## config.mk

```make
export PLATFORM = sky130hd
export DESIGN_NAME = tridiag_subdiag_phase_removal_core
export DESIGN_NICKNAME = d
export VERILOG_FILES = /design/src/design/tspr_pkg.sv /design/src/design/tspr_sqrt.sv /design/src/design/tspr_div.sv /design/src/design/tridiag_subdiag_phase_removal_core.sv
export SDC_FILE = /design/constraint.sdc
export NUM_CORES = 2
export LEC_CHECK = 0
export ABC_CLOCK_PERIOD_IN_PS = 9000
export BUFFER_PORTS_ARGS = -buffer_cell sky130_fd_sc_hd__buf_2
export CORE_MARGIN = 2
export CORE_UTILIZATION = 40
export CTS_CLUSTER_SIZE = 28
export DETAILED_ROUTE_END_ITERATION = 7
export SETUP_SLACK_MARGIN = 0.1
export SLEW_MARGIN = 20
export SYNTH_ARGS = -nofsm -noshare
export SYNTH_HDL_FRONTEND = slang
export SYNTH_HIERARCHICAL = 1
export SYNTH_SLANG_ARGS = --single-unit
```

## constraint.sdc

```tcl
create_clock -name clk_i -period 9 [get_ports clk_i]
set_input_delay 0.9 -clock clk_i [delete_from_list [all_inputs] [get_ports clk_i]]
set_output_delay 0.9 -clock clk_i [all_outputs]
set_load 0.005 [all_outputs]
```

## src/design/tspr_pkg.sv

```systemverilog
// shared constants and types for the subdiagonal phase removal block
package tspr_pkg;

  localparam int DATA_WIDTH = 16;
  localparam int W          = DATA_WIDTH;
  localparam int SQ_W       = 2 * W;
  localparam int NUM_W      = 2 * W + 1;
  localparam int SUM_W      = 2 * W + 2;
  localparam int CNT_W      = $clog2(W + 1);
  localparam int STEP_W     = 3;
  localparam int IN_TDATA_W  = ((2 * W + 7) / 8) * 8;
  localparam int OUT_TDATA_W = ((3 * W + 7) / 8) * 8;

  localparam logic signed [W-1:0] PH_ONE = {1'b0, {(W-1){1'b1}}};
  localparam logic signed [W-1:0] PH_MIN = {1'b1, {(W-1){1'b0}}};

  // multiply-accumulate steps
  localparam logic [STEP_W-1:0] STEP_RE_SQ = 3'd0;
  localparam logic [STEP_W-1:0] STEP_IM_SQ = 3'd1;
  localparam logic [STEP_W-1:0] STEP_RR    = 3'd2;
  localparam logic [STEP_W-1:0] STEP_II    = 3'd3;
  localparam logic [STEP_W-1:0] STEP_RI    = 3'd4;
  localparam logic [STEP_W-1:0] STEP_IR    = 3'd5;
  localparam logic [STEP_W-1:0] STEP_END   = 3'd6;

  typedef enum logic [2:0] {
    ST_IDLE,
    ST_MAC,
    ST_ROOT,
    ST_DIV_RE,
    ST_DIV_IM,
    ST_DONE
  } tspr_state_e;

  // handshake between the sequencer and an iterative unit
  typedef struct packed {
    logic busy;
    logic done;
  } unit_stat_t;

endpackage

```

## src/design/tspr_sqrt.sv

```systemverilog
// iterative rounded square root, two radicand bits per cycle
module tspr_sqrt
  import tspr_pkg::*;
(
  input  logic            clk_i,
  input  logic            rst_ni,
  input  logic            start_i,
  input  logic [SQ_W-1:0] rad_i,
  output unit_stat_t      stat_o,
  output logic [W-1:0]    root_o
);

  localparam int RW = W + 4;

  logic [SQ_W-1:0]  rad_q, rad_d;
  logic [RW-1:0]    rem_q, rem_d;
  logic [W-1:0]     root_q, root_d;
  logic [CNT_W-1:0] cnt_q, cnt_d;
  logic             busy_q, busy_d, done_q, done_d;
  logic [RW-1:0]    rem_sh, trial;
  logic [W-1:0]     res_q, res_d;

  // one restoring step per cycle
  always_comb begin
    rem_sh = {rem_q[RW-3:0], rad_q[SQ_W-1 -: 2]};
    trial  = {{(RW-W-2){1'b0}}, root_q, 2'b01};
    rad_d  = rad_q;
    rem_d  = rem_q;
    root_d = root_q;
    cnt_d  = cnt_q;
    busy_d = busy_q;
    done_d = 1'b0;
    res_d  = res_q;
    if (start_i) begin
      rad_d  = rad_i;
      rem_d  = '0;
      root_d = '0;
      cnt_d  = '0;
      busy_d = 1'b1;
    end else if (busy_q) begin
      rad_d = {rad_q[SQ_W-3:0], 2'b00};
      cnt_d = cnt_q + 1'b1;
      if (rem_sh >= trial) begin
        rem_d  = rem_sh - trial;
        root_d = {root_q[W-2:0], 1'b1};
      end else begin
        rem_d  = rem_sh;
        root_d = {root_q[W-2:0], 1'b0};
      end
      if (cnt_q == CNT_W'(W - 1)) begin
        busy_d = 1'b0;
        done_d = 1'b1;
        // round to nearest: remainder above root means upper half
        res_d  = (rem_d > {{(RW-W){1'b0}}, root_d}) ? root_d + 1'b1 : root_d;
      end
    end
  end

  always_ff @(posedge clk_i or negedge rst_ni) begin
    if (!rst_ni) begin
      busy_q <= 1'b0;
      done_q <= 1'b0;
      cnt_q  <= '0;
    end else begin
      busy_q <= busy_d;
      done_q <= done_d;
      cnt_q  <= cnt_d;
    end
  end

  always_ff @(posedge clk_i) begin
    rad_q  <= rad_d;
    rem_q  <= rem_d;
    root_q <= root_d;
    res_q  <= res_d;
  end

  assign stat_o = '{busy: busy_q, done: done_q};
  assign root_o = res_q;

endmodule

```

## src/design/tspr_div.sv

```systemverilog
// iterative rounded, saturating phase divider, one quotient bit per cycle
module tspr_div
  import tspr_pkg::*;
(
  input  logic                    clk_i,
  input  logic                    rst_ni,
  input  logic                    start_i,
  input  logic signed [SUM_W-1:0] sum_i,
  input  logic [W-1:0]            mag_i,
  output unit_stat_t              stat_o,
  output logic signed [W-1:0]     quot_o
);

  logic [W-1:0]     mag_q, mag_d;
  logic [W-1:0]     rem_q, rem_d;
  logic [W-1:0]     num_q, num_d;
  logic [W-1:0]     q_q, q_d;
  logic [CNT_W-1:0] cnt_q, cnt_d;
  logic             busy_q, busy_d, done_q, done_d;
  logic             neg_q, neg_d, sat_q, sat_d;
  logic             neg_in;
  logic [SUM_W-1:0] abs_in;
  logic [NUM_W-1:0] num_in;
  logic [W:0]       rem_sh;

  // rounded numerator and early saturation check at start
  always_comb begin
    neg_in = sum_i[SUM_W-1];
    abs_in = neg_in ? (-sum_i) : sum_i;
    num_in = abs_in[NUM_W-1:0] + NUM_W'(mag_i >> 1);
  end

  always_comb begin
    rem_sh = {rem_q, num_q[W-1]};
    mag_d  = mag_q;
    rem_d  = rem_q;
    num_d  = num_q;
    q_d    = q_q;
    cnt_d  = cnt_q;
    busy_d = busy_q;
    done_d = 1'b0;
    neg_d  = neg_q;
    sat_d  = sat_q;
    if (start_i) begin
      mag_d = mag_i;
      neg_d = neg_in;
      sat_d = (num_in >= {1'b0, mag_i, {W{1'b0}}});
      rem_d = num_in[NUM_W-2 -: W];
      num_d = num_in[W-1:0];
      q_d   = '0;
      cnt_d = '0;
      if (sat_d) begin
        done_d = 1'b1;
      end else begin
        busy_d = 1'b1;
      end
    end else if (busy_q) begin
      num_d = {num_q[W-2:0], 1'b0};
      cnt_d = cnt_q + 1'b1;
      if (rem_sh >= {1'b0, mag_q}) begin
        rem_d = W'(rem_sh - {1'b0, mag_q});
        q_d   = {q_q[W-2:0], 1'b1};
      end else begin
        rem_d = rem_sh[W-1:0];
        q_d   = {q_q[W-2:0], 1'b0};
      end
      if (cnt_q == CNT_W'(W - 1)) begin
        busy_d = 1'b0;
        done_d = 1'b1;
      end
    end
  end

  always_ff @(posedge clk_i or negedge rst_ni) begin
    if (!rst_ni) begin
      busy_q <= 1'b0;
      done_q <= 1'b0;
      cnt_q  <= '0;
    end else begin
      busy_q <= busy_d;
      done_q <= done_d;
      cnt_q  <= cnt_d;
    end
  end

  always_ff @(posedge clk_i) begin
    mag_q <= mag_d;
    rem_q <= rem_d;
    num_q <= num_d;
    q_q   <= q_d;
    neg_q <= neg_d;
    sat_q <= sat_d;
  end

  // sign and clamp to the q1 range
  always_comb begin
    if (sat_q) begin
      quot_o = neg_q ? PH_MIN : PH_ONE;
    end else if (neg_q) begin
      quot_o = (q_q > PH_MIN) ? PH_MIN : (-$signed(q_q));
    end else begin
      quot_o = (q_q > PH_ONE) ? PH_ONE : $signed(q_q);
    end
  end

  assign stat_o = '{busy: busy_q, done: done_q};

endmodule

```

## src/design/tridiag_subdiag_phase_removal_core.sv

```systemverilog
// top level: sequencer, shared multiplier and result register
//
// Removes the phase of the complex subdiagonal of a Hermitian tridiagonal
// matrix. Each request on the slave stream carries one entry (re, im),
// tuser marks the first entry of a matrix (stored phase restarts at one)
// and tlast marks the last. Each request yields one result on the master
// stream: the magnitude, the new unit phase (re, im) and a tuser flag set
// when the entry was zero and the phase was forced to one; tlast is copied.
// Per entry, the shared 16x16 multiplier forms six products through one
// register stage, then the square root unit runs, then the divider, which
// is used for the real and then the imaginary phase part, all under the
// sequencer. The divider ends early, without iterating, when the quotient
// saturates.
// s_axis_tready is high only while the sequencer is idle. The result sits
// in an output register, so the next request is taken while a result
// still waits; if the receiver stalls, the block holds the finished
// result of the following entry until the register frees up.
// Reset empties the output register and sets the stored phase to one.
module tridiag_subdiag_phase_removal_core
  import tspr_pkg::*;
(
  input  logic                   clk_i,
  input  logic                   rst_ni,
  input  logic                   s_axis_tvalid_i,
  output logic                   s_axis_tready_o,
  input  logic [IN_TDATA_W-1:0]  s_axis_tdata_i,   // elem_re, elem_im
  input  logic                   s_axis_tuser_i,   // first
  input  logic                   s_axis_tlast_i,   // last_in
  output logic                   m_axis_tvalid_o,
  input  logic                   m_axis_tready_i,
  output logic [OUT_TDATA_W-1:0] m_axis_tdata_o,   // magnitude, phase_re, phase_im
  output logic                   m_axis_tuser_o,   // zero_entry
  output logic                   m_axis_tlast_o    // last_out
);

  tspr_state_e state_q, state_d;

  logic signed [W-1:0]     are_q, aim_q, pr_q, pi_q;
  logic signed [W-1:0]     prev_re_q, prev_im_q;
  logic signed [W-1:0]     prev_re_d, prev_im_d;
  logic                    last_q;
  logic [STEP_W-1:0]       step_q, step_d;
  logic signed [W-1:0]     op_a, op_b;
  logic signed [SQ_W-1:0]  prod_q;
  logic [STEP_W-1:0]       prod_step_q;
  logic [SQ_W-1:0]         sq_q;
  logic signed [SUM_W-1:0] sre_q, sim_q;
  logic [W-1:0]            mag_q;
  logic signed [W-1:0]     nre_q, nim_q;
  logic                    zero_q;
  logic                    in_acc, out_load;
  logic                    sqrt_start, div_start;
  logic signed [SUM_W-1:0] div_sum;
  logic [W-1:0]            div_mag;
  unit_stat_t              sqrt_stat, div_stat;
  logic [W-1:0]            root;
  logic signed [W-1:0]     quot;

  logic                    out_valid_q;
  logic [W-1:0]            out_mag_q;
  logic signed [W-1:0]     out_re_q, out_im_q;
  logic                    out_zero_q, out_last_q;

  assign in_acc = s_axis_tvalid_i && s_axis_tready_o;

  // sequencer
  always_comb begin
    state_d         = state_q;
    step_d          = step_q;
    s_axis_tready_o = 1'b0;
    sqrt_start      = 1'b0;
    div_start       = 1'b0;
    div_sum         = sre_q;
    div_mag         = mag_q;
    out_load        = 1'b0;
    unique case (state_q)
      ST_IDLE: begin
        s_axis_tready_o = 1'b1;
        if (s_axis_tvalid_i) begin
          step_d  = STEP_RE_SQ;
          state_d = ST_MAC;
        end
      end
      ST_MAC: begin
        step_d = step_q + 1'b1;
        if (step_q == STEP_END) begin
          sqrt_start = 1'b1;
          state_d    = ST_ROOT;
        end
      end
      ST_ROOT: begin
        if (sqrt_stat.done) begin
          if (root == '0) begin
            state_d = ST_DONE;
          end else begin
            div_start = 1'b1;
            div_sum   = sre_q;
            div_mag   = root;
            state_d   = ST_DIV_RE;
          end
        end
      end
      ST_DIV_RE: begin
        if (div_stat.done) begin
          div_start = 1'b1;
          div_sum   = sim_q;
          state_d   = ST_DIV_IM;
        end
      end
      ST_DIV_IM: begin
        if (div_stat.done) begin
          state_d = ST_DONE;
        end
      end
      ST_DONE: begin
        if (!out_valid_q || m_axis_tready_i) begin
          out_load = 1'b1;
          state_d  = ST_IDLE;
        end
      end
      default: state_d = ST_IDLE;
    endcase
  end

  always_ff @(posedge clk_i or negedge rst_ni) begin
    if (!rst_ni) begin
      state_q <= ST_IDLE;
      step_q  <= STEP_RE_SQ;
    end else begin
      state_q <= state_d;
      step_q  <= step_d;
    end
  end

  // capture the entry and the phase it is rotated by
  always_ff @(posedge clk_i) begin
    if (in_acc) begin
      are_q  <= s_axis_tdata_i[W-1:0];
      aim_q  <= s_axis_tdata_i[2*W-1:W];
      last_q <= s_axis_tlast_i;
      pr_q   <= s_axis_tuser_i ? PH_ONE : prev_re_q;
      pi_q   <= s_axis_tuser_i ? '0 : prev_im_q;
    end
  end

  // shared multiplier operand select
  always_comb begin
    op_a = are_q;
    op_b = are_q;
    case (step_q)
      STEP_RE_SQ: begin op_a = are_q; op_b = are_q; end
      STEP_IM_SQ: begin op_a = aim_q; op_b = aim_q; end
      STEP_RR:    begin op_a = are_q; op_b = pr_q;  end
      STEP_II:    begin op_a = aim_q; op_b = pi_q;  end
      STEP_RI:    begin op_a = are_q; op_b = pi_q;  end
      STEP_IR:    begin op_a = aim_q; op_b = pr_q;  end
      default:    begin op_a = are_q; op_b = are_q; end
    endcase
  end

  // registered product, then accumulate the step before
  always_ff @(posedge clk_i) begin
    prod_q      <= op_a * op_b;
    prod_step_q <= step_q;
    if (in_acc) begin
      sq_q  <= '0;
      sre_q <= '0;
      sim_q <= '0;
    end else if (state_q == ST_MAC && step_q != STEP_RE_SQ) begin
      case (prod_step_q) inside
        STEP_RE_SQ, STEP_IM_SQ: sq_q  <= sq_q + prod_q;
        STEP_RR, STEP_II:       sre_q <= sre_q + SUM_W'(prod_q);
        STEP_RI:                sim_q <= sim_q + SUM_W'(prod_q);
        STEP_IR:                sim_q <= sim_q - SUM_W'(prod_q);
        default:                sq_q  <= sq_q;
      endcase
    end
  end

  tspr_sqrt u_sqrt (
    .clk_i   (clk_i),
    .rst_ni  (rst_ni),
    .start_i (sqrt_start),
    .rad_i   (sq_q),
    .stat_o  (sqrt_stat),
    .root_o  (root)
  );

  tspr_div u_div (
    .clk_i   (clk_i),
    .rst_ni  (rst_ni),
    .start_i (div_start),
    .sum_i   (div_sum),
    .mag_i   (div_mag),
    .stat_o  (div_stat),
    .quot_o  (quot)
  );

  // collect unit results
  always_ff @(posedge clk_i) begin
    if (state_q == ST_ROOT && sqrt_stat.done) begin
      mag_q  <= root;
      zero_q <= (root == '0);
      nre_q  <= PH_ONE;
      nim_q  <= '0;
    end
    if (state_q == ST_DIV_RE && div_stat.done) begin
      nre_q <= quot;
    end
    if (state_q == ST_DIV_IM && div_stat.done) begin
      nim_q <= quot;
    end
  end

  // stored phase carries over to the next entry
  always_comb begin
    prev_re_d = prev_re_q;
    prev_im_d = prev_im_q;
    if (out_load) begin
      prev_re_d = nre_q;
      prev_im_d = nim_q;
    end
  end

  always_ff @(posedge clk_i or negedge rst_ni) begin
    if (!rst_ni) begin
      prev_re_q   <= PH_ONE;
      prev_im_q   <= '0;
      out_valid_q <= 1'b0;
    end else begin
      prev_re_q <= prev_re_d;
      prev_im_q <= prev_im_d;
      if (out_load) begin
        out_valid_q <= 1'b1;
      end else if (m_axis_tready_i) begin
        out_valid_q <= 1'b0;
      end
    end
  end

  // result register
  always_ff @(posedge clk_i) begin
    if (out_load) begin
      out_mag_q  <= mag_q;
      out_re_q   <= nre_q;
      out_im_q   <= nim_q;
      out_zero_q <= zero_q;
      out_last_q <= last_q;
    end
  end

  assign m_axis_tvalid_o = out_valid_q;
  assign m_axis_tdata_o  = {{(OUT_TDATA_W-3*W){1'b0}}, out_im_q, out_re_q, out_mag_q};
  assign m_axis_tuser_o  = out_zero_q;
  assign m_axis_tlast_o  = out_last_q;

endmodule

```

-- Word level (Yosys, flattened, before mapping)
Index checks and enable logic that the tools add are counted.
- register bits after elaboration: 500
- bits in latches: 0
- bits in writable memories: 0
- bits in read-only memories: 0
- bits of input ports: 38
- output and inout port bits: 52
- memories: 0
- add/sub/neg operators: 13
- $mul: 1
- div/mod/pow operators: 0
- order comparisons: 6
- equality and inequality tests: 25
- shift operators: 0
- mux-type cells: 73
- bitwise operators: 3
- reduce and logical (&&, ||, !) cells: 29
- operators by type and width (kind ; number):
    16-bit 2-to-1 mux ; 21
    34-bit 2-to-1 mux ; 4
    34-bit by 32-bit adder with 34-bit output ; 2
    32-bit 2-to-1 mux ; 2
    20-bit 2-to-1 mux ; 3
    16-bit case mux with 3 select lines ; 1
    34-bit by 32-bit subtractor with 34-bit output ; 1
    33-bit by 15-bit adder with 33-bit output ; 1
    33-bit by 32-bit >= comparator with 1-bit output ; 1
    33-bit 2-to-1 mux ; 1
    33-bit negation ; 1
    32-bit adder ; 1
    16-bit by 16-bit multiplier with 32-bit output ; 1
    1-bit 2-to-1 mux ; 26
    3-bit 2-to-1 mux ; 8
    3-bit equality test (second input constant) ; 7
    20-bit by 18-bit >= comparator with 1-bit output ; 1
    20-bit by 16-bit > comparator with 1-bit output ; 1
    5-bit 2-to-1 mux ; 4
    20-bit by 18-bit subtractor with 20-bit output ; 1
    3-bit by 2-bit equality test with 1-bit output (second input constant) ; 6
    3-bit case mux with 6 select lines ; 1
    17-bit by 16-bit >= comparator with 1-bit output ; 1
    16-bit by 1-bit adder with 16-bit output (second input constant) ; 1
    26 further kinds ; 53

-- Longest topological paths before layout
- depth after elaboration: 8
- depth in mapped cells: 33
- gate-level depth less buffers: 30

-- Modules after synthesis
Netlist, hierarchy kept.
- by module, submodules not included (module ; times used ; cells each ; area an instance (um^2) ; sequential area each (um^2)):
    tridiag_subdiag_phase_removal_core ; 1 ; 2846 ; 27669.0 ; 8622.0
    tspr_div ; 1 ; 802 ; 6986.7 ; 1996.9
    tspr_sqrt ; 1 ; 507 ; 5461.5 ; 2297.2

-- Worst setup path before layout
No wires, ideal clock.
- path type: reg2reg
- start: register step_q[0]
- end: register prod_q[30]
- data arrival time: 7.526 ns
- data required time: 8.928 ns
- path slack: 1.401 ns
- stages on the path, launching flop included: 29
- buffers on the path: 3
- period minus slack after synthesis: 7.599 ns
- cells stage by stage: dfrtp_1 ha_1 nor2b_1 nor2_1 buf_2 buf_1 mux2i_1 clkbuf_1 nor2_1 fa_1 inv_1 fa_1 inv_1 fa_1 fa_1 fa_1 inv_1 fa_1 inv_1 ha_1 and3_1 o21ai_0 or4b_1 o21ai_0 nor2_1 a211o_1 a31o_1 a21oi_1 xnor2_1
- longest elaborated chain between the ends: 4
- elaborated cells between the ends (all ways): 11
- those cells by class: mul (1); eq/ne (5); mux (2); reduce/logical (3)
- ends and longest elaborated chain (item ; line ; text):
    start, declared ; tridiag_subdiag_phase_removal_core.sv:42 ; logic [STEP_W-1:0] step_q, step_d;
    start signal, assigned ; tridiag_subdiag_phase_removal_core.sv:131 ; step_q <= step_d;
    3-bit equality test (tied with other cells) ; tridiag_subdiag_phase_removal_core.sv:150 ; case (step_q)
    2-bit OR reduction (no source line) or 3-bit OR reduction (tied branches) ; - ;
    16-bit case mux with 3 select lines or 16-bit 2-to-1 mux (tied branches) ; tridiag_subdiag_phase_removal_core.sv:150 ;
    16-bit by 16-bit multiplier with 32-bit output (*) ; tridiag_subdiag_phase_removal_core.sv:163 ; prod_q <= op_a * op_b;
    end signal, assigned ; tridiag_subdiag_phase_removal_core.sv:163 ;
    end, declared ; tridiag_subdiag_phase_removal_core.sv:44 ; logic signed [SQ_W-1:0] prod_q;
Mark *: on every way between the ends. The rest lies on a longest branch, timed or not.
A chain may end at the register's enable or synchronous reset.

-- Worst setup path in the final report
Same ends and word-level chain as after synthesis.

==> impl_metrics.yaml <==
setup_path:
  max_stage_delay_ns: 0.55
  required_ns: 9.58
  r2r_slack_ns: 0.79
  rr_worst_depth: 28
  reg2reg_to: "prod_q[30]"
  reg2reg_from: "step_q[0]"
  cpMaxStageDelayCell: "fa_1"
  end_kind: "flip-flop"
  path_common_cell: "fa_1"
  cp_max_fo: 16
  crit_type: "reg2reg"
  start_kind: "flip-flop"
  crit_arrival_ns: 8.79
die:
  core_sq_um: 99710
  die_x_microns: 320.6
  design.die.area_sq_um: 102800
  start_util: 0.4022
  pin_count: 90
  row_count: 116
  fp.dieH_microns: 320.6
grt:
  antenna_found_initial: 0
  grt_overflow_total: 0
  grt_use_total: 0.2087
  grt_pass1_vias: 30250
  grt_pass1_wl_mm: 170.0
  grt_max_degree: 83
synthesis:
  yosysWarningCount: 6
  syn_inst: 4153
  syn_nets: 4731
  syn_area_sq_um: 40100
  postSynthAreaPerCell_sq_um: 9.656
routing:
  drtIter0Drc: 2161
  vias: 30280
  postRouteAntennaNets: 0
  drc: 0
  wl_mm: 107.1
  firstDrtPassIters: 8
  avgViaCountPerCell: 5.455
  avgRoutedWirePerCell_microns: 19.30
sta:
  rsz0062_at_grt: "false"
  setup_viol: 0
  post-route-min-period_ns: 8.206
  fin_setup_tns_ns: 0
  max_freq_ghz: 0.1219
  timing.final.crit_share: 0.9118
  slew_headroom: 0.2166
  skew_ns: 0.04344
  finalHoldViolCount: 0
  drv_slew: 0
  worstMarginPinSlew_ns: 1.146
clocking:
  clk_path_buf_depth: 3
  cts_root_buffer: "clkbuf_16"
  clkSlewWorstSetupHoldPaths_ns: 0.06
  cts_setup_buffers: 0
  clk_latency_ns: 0.67
  htree_levels: 2
  ctsHoldBuffers: 0
  numCtsBuffers: 56
  cts_resized: 0
  cts_tree: "built"
  cts_sinks: 500
layout:
  syn_to_final_growth_pct: 9.363
  diodes: 0
  layout_commonest_cell: "inv_1"
  drive_gt1_frac: 0.1192
  layout_common_cells: "inv_1 (447), nand2_1 (373), nor2_1 (352)"
  nets: 4783
run:
  drv_cap: 0
placement:
  hpwl_mm: 81.71
  port_buffers: 89
  gp_congestion: 0.9327
min_path:
  hp-class: "in2async"
status:
  status: "completed"
[worst max path at each step]
stage / from / to / cells past startpoint
finish: step_q[0] / prod_q[30] / 28
detailed placement: step_q[0] / prod_q[30] / 28
CTS: step_q[0] / prod_q[30] / 28
floorplan: step_q[0] / prod_q[30] / 28
global placement: step_q[0] / prod_q[30] / 28
global route: step_q[0] / prod_q[30] / 28
[area by class of cell]
type | count | area [sq um]
clock inverter | 31 | 322.8
inverter | 450 | 1694
clock buffer | 75 | 1493
fill | 9517 | 55850
tap | 1298 | 1624
multi-input combinational | 3052 | 24900
timing repair buffer | 145 | 905.9
sequential | 500 | 12920
[sequential cells by signal, indices dropped and copies added (netlist names), 18 cells and up]
signal,flops
u_sqrt/rem_q,18
u_sqrt/rad_q,32
sim_q,34
prod_q,32
sre_q,34
sq_q,32
[critical path, delay by kind of cell, from the launching register on]
kind	cells	cell delay (ns)
DFF	1	0.44
AOI/OAI and AO/OA	9	2.45
buffers and inverters	5	0.49
xor gates and xnor gates	1	0.14
adders and majority gates	8	3.67
and+or+nand+nor	5	0.93
[through the flow]
stage / util / cells / instance area, sq um / hold WS, ns / worst slack [ns]
floorplan: - / 4153 / 40100 / 0.3946 / 1.401
CTS: 0.4392 / 5549 / 43800 / 0.3613 / 0.8472
global placement: 0.4210 / 5443 / 41970 / 0.4005 / 1.076
finish: 0.4398 / 5551 / 43860 / 0.3687 / 0.7940
detailed placement: 0.4210 / 5443 / 41980 / 0.4224 / 0.8871
global route: 0.4398 / 5551 / 43860 / 0.3631 / 0.2621
[layer usage]
layer,global-route usage,vias to the layer above,part of all wire
met3,0.02589,138,0.046
met5,0,-,0
li1,-,14590,-
met2,0.3470,643,0.47
met4,0.05477,0,0.024
met1,0.2870,14910,0.46
Power is not shown: default switching activity piles up to over one toggle a cycle in this logic, so the estimate is an artifact.
